--- src/rtl/mpq_pkg.sv ---
// ----------------------------------------------------------------------------
// mpq_pkg: shared types and constants for the max priority queue
// Entry layout, operation codes and width constants used by the cell chain
// and the top level.
// ----------------------------------------------------------------------------
package mpq_pkg;

  localparam int QUEUE_DEPTH = 64;
  localparam int VALUE_W     = 32;
  localparam int PRIO_W      = 16;
  localparam int MODE_W      = 2;
  localparam int OCC_W       = 7;
  localparam int CNT_W       = $clog2(QUEUE_DEPTH + 1);

  localparam logic [MODE_W-1:0] MODE_ENQ  = 2'd0;
  localparam logic [MODE_W-1:0] MODE_DEQ  = 2'd1;
  localparam logic [MODE_W-1:0] MODE_PEEK = 2'd2;

  typedef struct packed {
    logic signed [VALUE_W-1:0] value;
    logic signed [PRIO_W-1:0]  prio;
  } entry_t;

  typedef struct packed {
    logic enq;  // insert new item into the sorted chain
    logic deq;  // shift the chain toward the head
  } cell_cmd_t;

  // True when a is served before b: larger priority, then larger value.
  function automatic logic entry_greater(entry_t a, entry_t b);
    entry_greater = (a.prio > b.prio) || ((a.prio == b.prio) && (a.value > b.value));
  endfunction

endpackage

--- src/rtl/mpq_cell.sv ---
// ----------------------------------------------------------------------------
// mpq_cell: one slot of the sorted priority chain
// Holds one entry. On insert it keeps, takes the new item or takes its left
// neighbor; on removal it takes its right neighbor.
// ----------------------------------------------------------------------------
module mpq_cell (
  input  logic              clk,
  input  mpq_pkg::cell_cmd_t cmd,
  input  mpq_pkg::entry_t   new_item,
  input  logic              occupied,
  input  mpq_pkg::entry_t   left_entry,
  input  logic              left_gt,
  input  mpq_pkg::entry_t   right_entry,
  output mpq_pkg::entry_t   entry,
  output logic              gt
);
  import mpq_pkg::*;

  entry_t entry_r;
  entry_t entry_nxt;

  // new item belongs at or ahead of this slot
  assign gt    = !occupied || entry_greater(new_item, entry_r);
  assign entry = entry_r;

  always_comb begin
    entry_nxt = entry_r;
    priority if (cmd.enq && gt && left_gt) begin
      entry_nxt = left_entry;
    end else if (cmd.enq && gt) begin
      entry_nxt = new_item;
    end else if (cmd.deq) begin
      entry_nxt = right_entry;
    end
  end

  always_ff @(posedge clk) begin
    entry_r <= entry_nxt;
  end

endmodule

--- config.mk ---
export PLATFORM = sky130hd
export DESIGN_NAME = mpq_cell
export DESIGN_NICKNAME = d
export VERILOG_FILES = /design/src/rtl/mpq_pkg.sv /design/src/rtl/mpq_cell.sv
export SDC_FILE = /design/constraint.sdc
export NUM_CORES = 1
export LEC_CHECK = 0
export BUFFER_PORTS_ARGS = -buffer_cell sky130_fd_sc_hd__buf_2
export CAP_MARGIN = 10
export CORE_MARGIN = 2
export CORE_UTILIZATION = 36
export CTS_BUF_LIST = sky130_fd_sc_hd__clkbuf_4 sky130_fd_sc_hd__clkbuf_8
export CTS_CLUSTER_SIZE = 20
export DETAILED_ROUTE_END_ITERATION = 7
export GPL_TIMING_DRIVEN = 0
export PLACE_DENSITY = 0.69
export SLEW_MARGIN = 20
export SYNTH_ARGS = -nofsm -noshare
export SYNTH_HDL_FRONTEND = slang
export SYNTH_SLANG_ARGS = --single-unit
--- constraint.sdc ---
create_clock -name clk -period 3.9 [get_ports clk]
set_input_delay 0.39 -clock clk [delete_from_list [all_inputs] [get_ports clk]]
set_output_delay 0.39 -clock clk [all_outputs]
set_load 0.01 [all_outputs]
==> run_results.csv, run 1 <==
group,metric,value,unit
clock_network,cts_buffer_depth,2,
logic_synthesis,ys_ff_latch,48,
global_route,grt_remaining_overflow,0,
critical_path,critPathSlowestCell,"or2_4",
clock_network,cts.sinks,48,
logic_synthesis,yosysSeqAreaShare,37.0,%
critical_path,worst-path-buf-inv,3,
drt,drc,0,
logic_synthesis,synth_fp_nets,530,
floorplan,die_w,108,um
timing,relSlewSlack,51.8,%
finish,drive_gt1_share,56.7,%
logic_synthesis,synth_xor_area_share,0,%
global_route,antenna_found_initial,1,
finish,nets,733,
critical_path,required,3850,ps
logic_synthesis,async_reset_ff_share,0,%
critical_path,crit_type,"flop to flop",
drt,ant_nets,0,
logic_synthesis,netlist_area,3900,um^2
finish,area_growth,31.5,%
floorplan,design.core.area,10700,um^2
min_path,hold_path.class,"input pin to flop",
timing,fin_crit,3550,ps
clock_network,clkTransAtPathRegs,90,ps
floorplan,start_util,36.5,%
logic_synthesis,avgSynthCellArea,11.7,um^2
drt,dr_total_vias,3250,
floorplan,die_h,108,um
critical_path,slowest_delay,620,ps
drt,wirelength,9970,um
status,run_status,"finished clean",
clock_network,cts_root_buffer,"clkbuf_8",
critical_path,end_kind,"flop",
logic_synthesis,synth.distinct_cells,37,
floorplan,rows,38,
place,hpwlAfterDp,8190,um
finish,final_cell_area,5130,um^2
logic_synthesis,synth_top_family_by_area,"multiplexers",
power,leakage,0.00252,uW
clock_network,post_cts_buffers,0,
critical_path,critical-path-top-delay-family,"compound AO/OA/AOI/OAI gates",
logic_synthesis,ys.flop_type,"edfxtp_1",
power,p_per_area,310,nW/um^2
clock_network,cts_resized,0,
clock_network,cts_tree,"done",
timing,setup_viol,0,
drt,drtIter0Drc,59,
place,postPlaceCellArea,5060,um^2
place,gp_congestion,0.765,
logic_synthesis,synthAdderAreaFrac,15.4,%
timing,maxSlewViolCount,0,
finish,largest_reg_flops,48,
clock_network,clk_latency,310,ps
floorplan,die_area,11700,um^2
critical_path,worstPathMaxFanout,48,
timing,fmax,282,MHz
logic_synthesis,synthTopCellsByArea,"edfxtp_1, mux2_2, ha_1, inv_1, mux2_4",
timing,skew,6.13,ps
logic_synthesis,synthCells,333,
run,cap_violations,0,
drt,dr.pass1.iters,4,
global_route,grt_pass1_vias,3414,
logic_synthesis,synth_edf_count,48,
power,peakVddDrop,0.000179,V
timing,worst_pin_slew,723,ps
place,io_buffers,196,
timing,hold_viol_final,0,
critical_path,crit_chain,"inv_1, ha_1, nand4_1, a2111o_1, a311o_1, and3_4, a21boi_4, buf_6, buf_8, or2_4",
critical_path,cp-start-kind,"flop",
critical_path,arrival,3490,ps
logic_synthesis,synth_top_area_share,37.0,%
logic_synthesis,ys.warnings.count,0,
finish,diodes,0,
logic_synthesis,synthMuxAreaShare,28.0,%
clock_network,hold_buffers,0,
clock_network,cts_buffers,5,
floorplan,io_pins,198,
drt,vias_per_cell,4.82,
timing,tns,0,ps
drt,wl_per_cell,14.8,um
logic_synthesis,yosysTopAreaCell,"edfxtp_1",
clock_network,htreeDepth,2,
timing,rsz0062_at_grt,"no",
global_route,grtUsageTotal,17.3,%
logic_synthesis,synth_compound_area_share,7.44,%
global_route,grt_pass1_wl,15800,um
timing,min_period_over_period,90.9,%
logic_synthesis,synth-simple-area-share,5.55,%
global_route,grt_max_degree,49,
-- area by class of cell --
class	instances	area [um^2]
fillers	1013	5570
multi-input cells	224	2200
flip-flops and latches	48	1440
repair buffers	196	981
inverters	50	188
well taps	140	175
plain buffers	11	71.3
clock buffers	5	68.8
-- cell usage in the layout (no fill, tap or decap), types with 2 or more instances in the layout --
| cell type | synthesis | final |
|---|---|---|
| buf_2 | 0 | 196 |
| mux2_2 | 85 | 85 |
| inv_1 | 50 | 50 |
| ha_1 | 48 | 48 |
| edfxtp_1 | 48 | 48 |
| a21oi_1 | 19 | 19 |
| nand4_1 | 10 | 10 |
| nand2_1 | 9 | 9 |
| mux2_4 | 9 | 9 |
| o21ai_0 | 6 | 6 |
| clkbuf_1 | 6 | 6 |
| clkbuf_8 | 0 | 5 |
| nor2_1 | 4 | 4 |
| nand3_1 | 3 | 3 |
| nor2b_1 | 3 | 3 |
| a21o_1 | 3 | 3 |
| and4_1 | 3 | 3 |
| buf_4 | 3 | 3 |
| o21a_1 | 2 | 2 |
| o211ai_1 | 2 | 2 |
| a211oi_1 | 2 | 2 |
-- through the flow --
stage / power, uW / setup slack, ps / utilization, % / std cells / hold slack (ps)
floorplan: 1080 / 584 / - / 333 / 608
global placement: 1300 / -189 / 47.3 / 669 / 693
detailed placement: 1320 / 140 / 47.3 / 669 / 695
CTS: 1610 / 248 / 47.9 / 674 / 364
global route: 1710 / 69.1 / 47.9 / 674 / 364
finish: 1590 / 354 / 47.9 / 674 / 375
-- power breakdown --
group,leakage (uW),switching (uW),internal (uW)
registers,0.000484,33.2,661
clock network,0.0000359,172,116
logic,0.00200,295,312
-- synth_stat cells, types with 2 or more instances --
master,number
o21a_1,2
and4_1,3
nand2_1,9
mux2_2,85
clkbuf_1,6
mux2_4,9
a21o_1,3
buf_4,3
o21ai_0,6
nand4_1,10
nor2b_1,3
edfxtp_1,48
a211oi_1,2
nor2_1,4
ha_1,48
a21oi_1,19
o211ai_1,2
inv_1,50
nand3_1,3
-- kinds of logic (layout without fill, tap and decap cells) --
group / count (synthesis) / after routing
AND/OR/NAND/NOR: 38 / 38
adder cells (fa/ha/maj): 48 / 48
multiplexers: 94 / 94
AO/OA/AOI/OAI: 44 / 44
buffers and inverters: 61 / 262
flip-flops: 48 / 48
-- worst paths after layout --
check / startpoint / endpoint / slack (ps) / cells after the start
max: entry[15] / entry[25] / 350 / 10
max reg2reg: entry[15] / entry[25] / 350 / 10
min: right_entry[16] / entry[16] / 380 / 2
min reg2reg: entry[15] / entry[0] / 1520 / 8
-- worst reg2reg max path, stage by stage (launching register included) --
cell	delay, ps
edfxtp_1	360
inv_1	50
ha_1	290
nand4_1	200
a2111o_1	480
a311o_1	360
and3_4	200
a21boi_4	200
buf_6	200
buf_8	180
or2_4	620
-- per-layer routing --
layer / part of all wire (%) / vias up / GRT usage, %
li1: - / 1638 / -
met1: 41 / 1478 / 19.9
met2: 49 / 122 / 31.7
met3: 7.7 / 12 / 4.28
met4: 1.4 / 0 / 4.95
met5: 0 / - / 0
Note: power is estimated with default switching activity, not from simulation.
==> run 2, diff against run 1 <==
--- a/config.mk
+++ b/config.mk
@@ -8,12 +8,11 @@
 export BUFFER_PORTS_ARGS = -buffer_cell sky130_fd_sc_hd__buf_2
 export CAP_MARGIN = 10
 export CORE_MARGIN = 2
-export CORE_UTILIZATION = 36
+export CORE_UTILIZATION = 43
 export CTS_BUF_LIST = sky130_fd_sc_hd__clkbuf_4 sky130_fd_sc_hd__clkbuf_8
 export CTS_CLUSTER_SIZE = 20
 export DETAILED_ROUTE_END_ITERATION = 7
-export GPL_TIMING_DRIVEN = 0
-export PLACE_DENSITY = 0.69
+export PLACE_DENSITY = 0.79
 export SLEW_MARGIN = 20
 export SYNTH_ARGS = -nofsm -noshare
 export SYNTH_HDL_FRONTEND = slang
==> run_results.csv, run 2 (synthesized netlist as in run 1, its figures left out) <==
group,metric,value,unit
status,run_status,"finished clean",
critical_path,crit_chain,"inv_1, ha_1, nand4_1, nor4bb_1, nand3_1, o211a_1, o21ai_1, a21boi_4, or2_2, buf_12",
timing,fin_crit,3010,ps
finish,nets,728,
power,peakVddDrop,0.000168,V
critical_path,end_kind,"flop",
place,io_buffers,197,
timing,fmax,333,MHz
finish,final_util,58.5,%
timing,rsz0062_at_grt,"no",
global_route,grt_pass1_vias,3414,
floorplan,die_w,99.2,um
timing,setup_viol,0,
global_route,grtUsageTotal,20.0,%
drt,ant_nets,0,
drt,drc,0,
critical_path,critPathSlowestCell,"nor4bb_1",
clock_network,cts.sinks,48,
global_route,grt_pass1_wl,15900,um
floorplan,die_h,99.2,um
drt,dr_wl_met2,5170,um
critical_path,required,3960,ps
power,totalPowerFinal,1670,uW
floorplan,rows,34,
drt,wirelength,10000,um
min_path,hold_end,"entry[40]",
global_route,grt_remaining_overflow,0,
run,cap_violations,0,
place,placed_cells,632,
critical_path,crit_type,"flop to flop",
critical_path,worst-path-buf-inv,2,
clock_network,cts_root_buffer,"clkbuf_8",
clock_network,post_cts_buffers,0,
critical_path,critical-path-top-delay-family,"simple AND/OR/NAND/NOR gates",
drt,vias_per_cell,5.13,
timing,relSlewSlack,57.4,%
clock_network,clkTransAtPathRegs,90,ps
critical_path,cp-start-kind,"flop",
finish,instances_no_fill,640,
timing,hold_viol_final,0,
place,postPlaceCellArea,5010,um^2
floorplan,io_pins,198,
drt,dr.pass1.iters,4,
clock_network,cts_resized,0,
clock_network,cts_tree,"done",
finish,area_growth,31.4,%
timing,min_period_over_period,77.1,%
finish,final_cell_area,5130,um^2
timing,tns,0,ps
min_path,hold_path.class,"input pin to flop",
critical_path,slowest_delay,540,ps
place,hpwlAfterDp,8380,um
drt,wl_met1,4020,um
clock_network,clk_latency,300,ps
clock_network,hold_buffers,0,
critical_path,worstPathMaxFanout,22,
global_route,antenna_found_initial,0,
drt,drtIter0Drc,71,
min_path,hold_depth,2,
drt,dr_total_vias,3284,
min_path,hp-start,"right_entry[40]",
place,gp_congestion,0.961,
drt,dr_wl_met3,712,um
finish,nFillCells,779,
finish,drive_gt1_share,57.7,%
timing,maxSlewViolCount,0,
finish,final_common_cell,"buf_2",
global_route,grt_max_degree,51,
critical_path,rrSetupSlack,890,ps
finish,layout.cells.most_common_list,"buf_2, mux2_2, inv_1",
clock_network,htreeDepth,2,
floorplan,die_area,9850,um^2
clock_network,cts_buffers,5,
timing,worst_pin_slew,639,ps
timing,skew,5.80,ps
drt,wl_per_cell,15.6,um
clock_network,cts_buffer_depth,2,
finish,diodes,0,
critical_path,worstReg2RegEnd,"entry[33]",
critical_path,arrival,3070,ps
power,p_per_area,326,nW/um^2
critical_path,r2r-start,"entry[47]",
drt,maxUsedRoutingLayer,"met4",
power,leakage,0.00255,uW
finish,largest_reg_flops,48,
floorplan,design.core.area,8760,um^2
critical_path,reg2reg_depth,10,
floorplan,start_util,44.5,%
-- run 2: changes by cell type in the layout (fill, tap and decap cells not counted), sizes merged --
cell    delta
clkbuf     -5
buf        +1
bufinv     +1
clkinv     +1
-- run 2: final cells by class --
cell class              instances  area (um^2)  share of cell area, %
well taps                     108          135                   2.64
clock buffers                   6         76.3                   1.49
multi-input cells             224         2200                   42.9
inverters                      50          188                   3.66
repair buffers                202         1050                   20.5
flip-flops and latches         48         1440                   28.1
clock inverters                 2         35.0                  0.683
-- run 2: where the power goes --
part           total (uW)  switching (uW)  internal [uW]
clock network         367             170            198
registers             697            36.5            660
logic                 608             295            313
total                1670             501           1170
-- run 2: how the worst max path moves through the flow --
stage,start,endpoint,slack [ps],cells past startpoint
2_1_floorplan,entry[14],entry[0],580,10
3_3_place_gp,new_item[39],entry[17],790,10
3_5_place_dp,new_item[14],entry[16],800,9
4_1_cts,entry[47],entry[16],860,9
5_1_grt,entry[13],entry[32],700,9
6_report,entry[47],entry[33],890,10
-- run 2: per-stage QoR --
stage	setup WS (ps)	hold slack, ps
after floorplan	584	608
after global placement	793	692
after detailed placement	797	697
after CTS	863	382
after global routing	697	373
final	894	389
-- run 2: metal layers --
metal / up-vias / track usage [%]
li1: 1626 / -
met1: 1523 / 23.7
met2: 124 / 37.5
met3: 11 / 3.87
met4: 0 / 4.11
met5: - / 0
==> run 3, diff against run 2 <==
==> constraint.sdc (replaced) <==
create_clock -name clk -period 2.8 [get_ports clk]
set_input_delay 0.28 -clock clk [delete_from_list [all_inputs] [get_ports clk]]
set_output_delay 0.28 -clock clk [all_outputs]
set_load 0.01 [all_outputs]
==> run_results.csv, run 3 (synthesized netlist as in run 1, its figures left out) <==
group,metric,value,unit
timing,setup_slack,-70.1,ps
status,run_status,"finished with violations",
finish,final_common_cell,"buf_2",
place,hpwlAfterDp,8910,um
power,leakage,0.00288,uW
critical_path,end_kind,"flop",
clock_network,cts_tree,"done",
clock_network,cts_buffers,5,
place,dp_slack,-135,ps
critical_path,critical-path-top-delay-family,"compound AO/OA/AOI/OAI gates",
global_route,grt_remaining_overflow,0,
finish,final_util,64.9,%
global_route,antenna_found_initial,0,
finish,layout.cells.most_common_list,"buf_2, mux2_2, inv_1, edfxtp_1, ha_1",
finish,nets,764,
finish,diodes,0,
clock_network,cts.sinks,48,
critical_path,crit_type,"flop to flop",
global_route,grtUsageTotal,21.4,%
min_path,hold_path.class,"input pin to flop",
finish,largest_reg_flops,48,
global_route,grt_pass1_vias,3640,
floorplan,design.core.area,8760,um^2
timing,hold_viol_final,0,
timing,rsz0062_at_grt,"yes",
floorplan,die_area,9850,um^2
timing,relSlewSlack,58.6,%
drt,dr.pass1.iters,4,
clock_network,clkTransAtPathRegs,100,ps
finish,drive_gt1_share,62.0,%
status,violations,"setup timing",
timing,worst_pin_slew,621,ps
power,peakVddDrop,0.000202,V
place,placed_cells,649,
place,io_buffers,197,
floorplan,die_h,99.2,um
run,cap_violations,0,
critical_path,required,2860,ps
floorplan,rows,34,
timing,skew,8.82,ps
critical_path,arrival,2930,ps
critical_path,slowest_delay,400,ps
timing,fmax,348,MHz
timing,min_period_over_period,103,%
finish,instances_no_fill,676,
timing,maxSlewViolCount,0,
finish,nFillCells,686,
drt,wl_per_cell,16.6,um
drt,dr_total_vias,3516,
clock_network,clk_latency,300,ps
drt,vias_per_cell,5.20,
timing,fin_crit,2870,ps
global_route,grt_pass1_wl,16800,um
global_route,grt_max_degree,28,
critical_path,cp-start-kind,"flop",
timing,setup_viol,89,
finish,area_growth,45.9,%
critical_path,critPathSlowestCell,"a2111o_1",
clock_network,cts_root_buffer,"clkbuf_8",
drt,drc,0,
power,p_per_area,430,nW/um^2
critical_path,worst-path-buf-inv,3,
floorplan,start_util,44.5,%
clock_network,cts_buffer_depth,2,
drt,ant_nets,0,
place,gp_congestion,0.853,
critical_path,worstPathMaxFanout,15,
drt,wirelength,11200,um
floorplan,io_pins,198,
clock_network,htreeDepth,2,
floorplan,die_w,99.2,um
drt,drtIter0Drc,70,
critical_path,crit_chain,"inv_1, ha_1, nor2b_1, o211ai_1, a2111o_1, a311o_1, and3_4, a21boi_4, buf_6, buf_12, mux2_2",
[run 3: cell count changes in the layout (fill, tap and decap cells not counted), sizes merged]
cell    change
clkinv      +2
bufinv      -1
clkbuf      +3
buf        +32
[run 3: what timing repair did]
item | in CTS | in global routing
cloned | 1 | 4
endpoints found under the setup margin | 83 | 96
pin swaps | 4 | 5
setup buffers | 3 | 12
hold buffers | 0 | 0
resized for setup | 11 | 42
[run 3: final cells by class]
class | count | area (um^2) | share of cell area, %
clock buffers | 5 | 68.8 | 1.21
clock inverters | 3 | 13.8 | 0.242
inverters | 50 | 188 | 3.30
multi-input cells | 224 | 2360 | 41.5
flip-flops and latches | 48 | 1440 | 25.3
well taps | 108 | 135 | 2.37
repair buffers | 238 | 1480 | 26.1
[run 3: layer usage]
metal	share of wire, %	routed length (um)	global-route usage (%)
met5	0	0	0
met4	1.6	179	5.48
met3	6.8	758	4.29
met2	52	5820	40.8
met1	40	4470	24.3
[run 3: through the flow]
stage / hold slack (ps) / area [um^2] / power (uW) / setup TNS, ps
6_report: 275 / 5690 / 2450 / -3840
5_1_grt: 257 / 5690 / 2610 / -13480
4_1_cts: 263 / 5350 / 2350 / -361
3_5_place_dp: 586 / 5170 / 1900 / -7810
3_3_place_gp: 582 / 5170 / 1850 / -6250
2_1_floorplan: 498 / 3900 / 1510 / -11260
[run 3: worst paths after layout]
| path | start | to | slack, ps | cells past startpoint |
|---|---|---|---|---|
| setup / recovery | entry[1] | entry[10] | -70 | 11 |
| hold / removal | right_entry[19] | entry[19] | 280 | 2 |
| setup reg to reg | entry[1] | entry[10] | -70 | 11 |
| hold reg to reg | entry[0] | entry[31] | 1480 | 8 |
[run 3: power breakdown]
part           internal, uW  switching, uW  total, uW
Combinational           590            474       1060
Clock                   170            244        414
Sequential              920           51.4        971
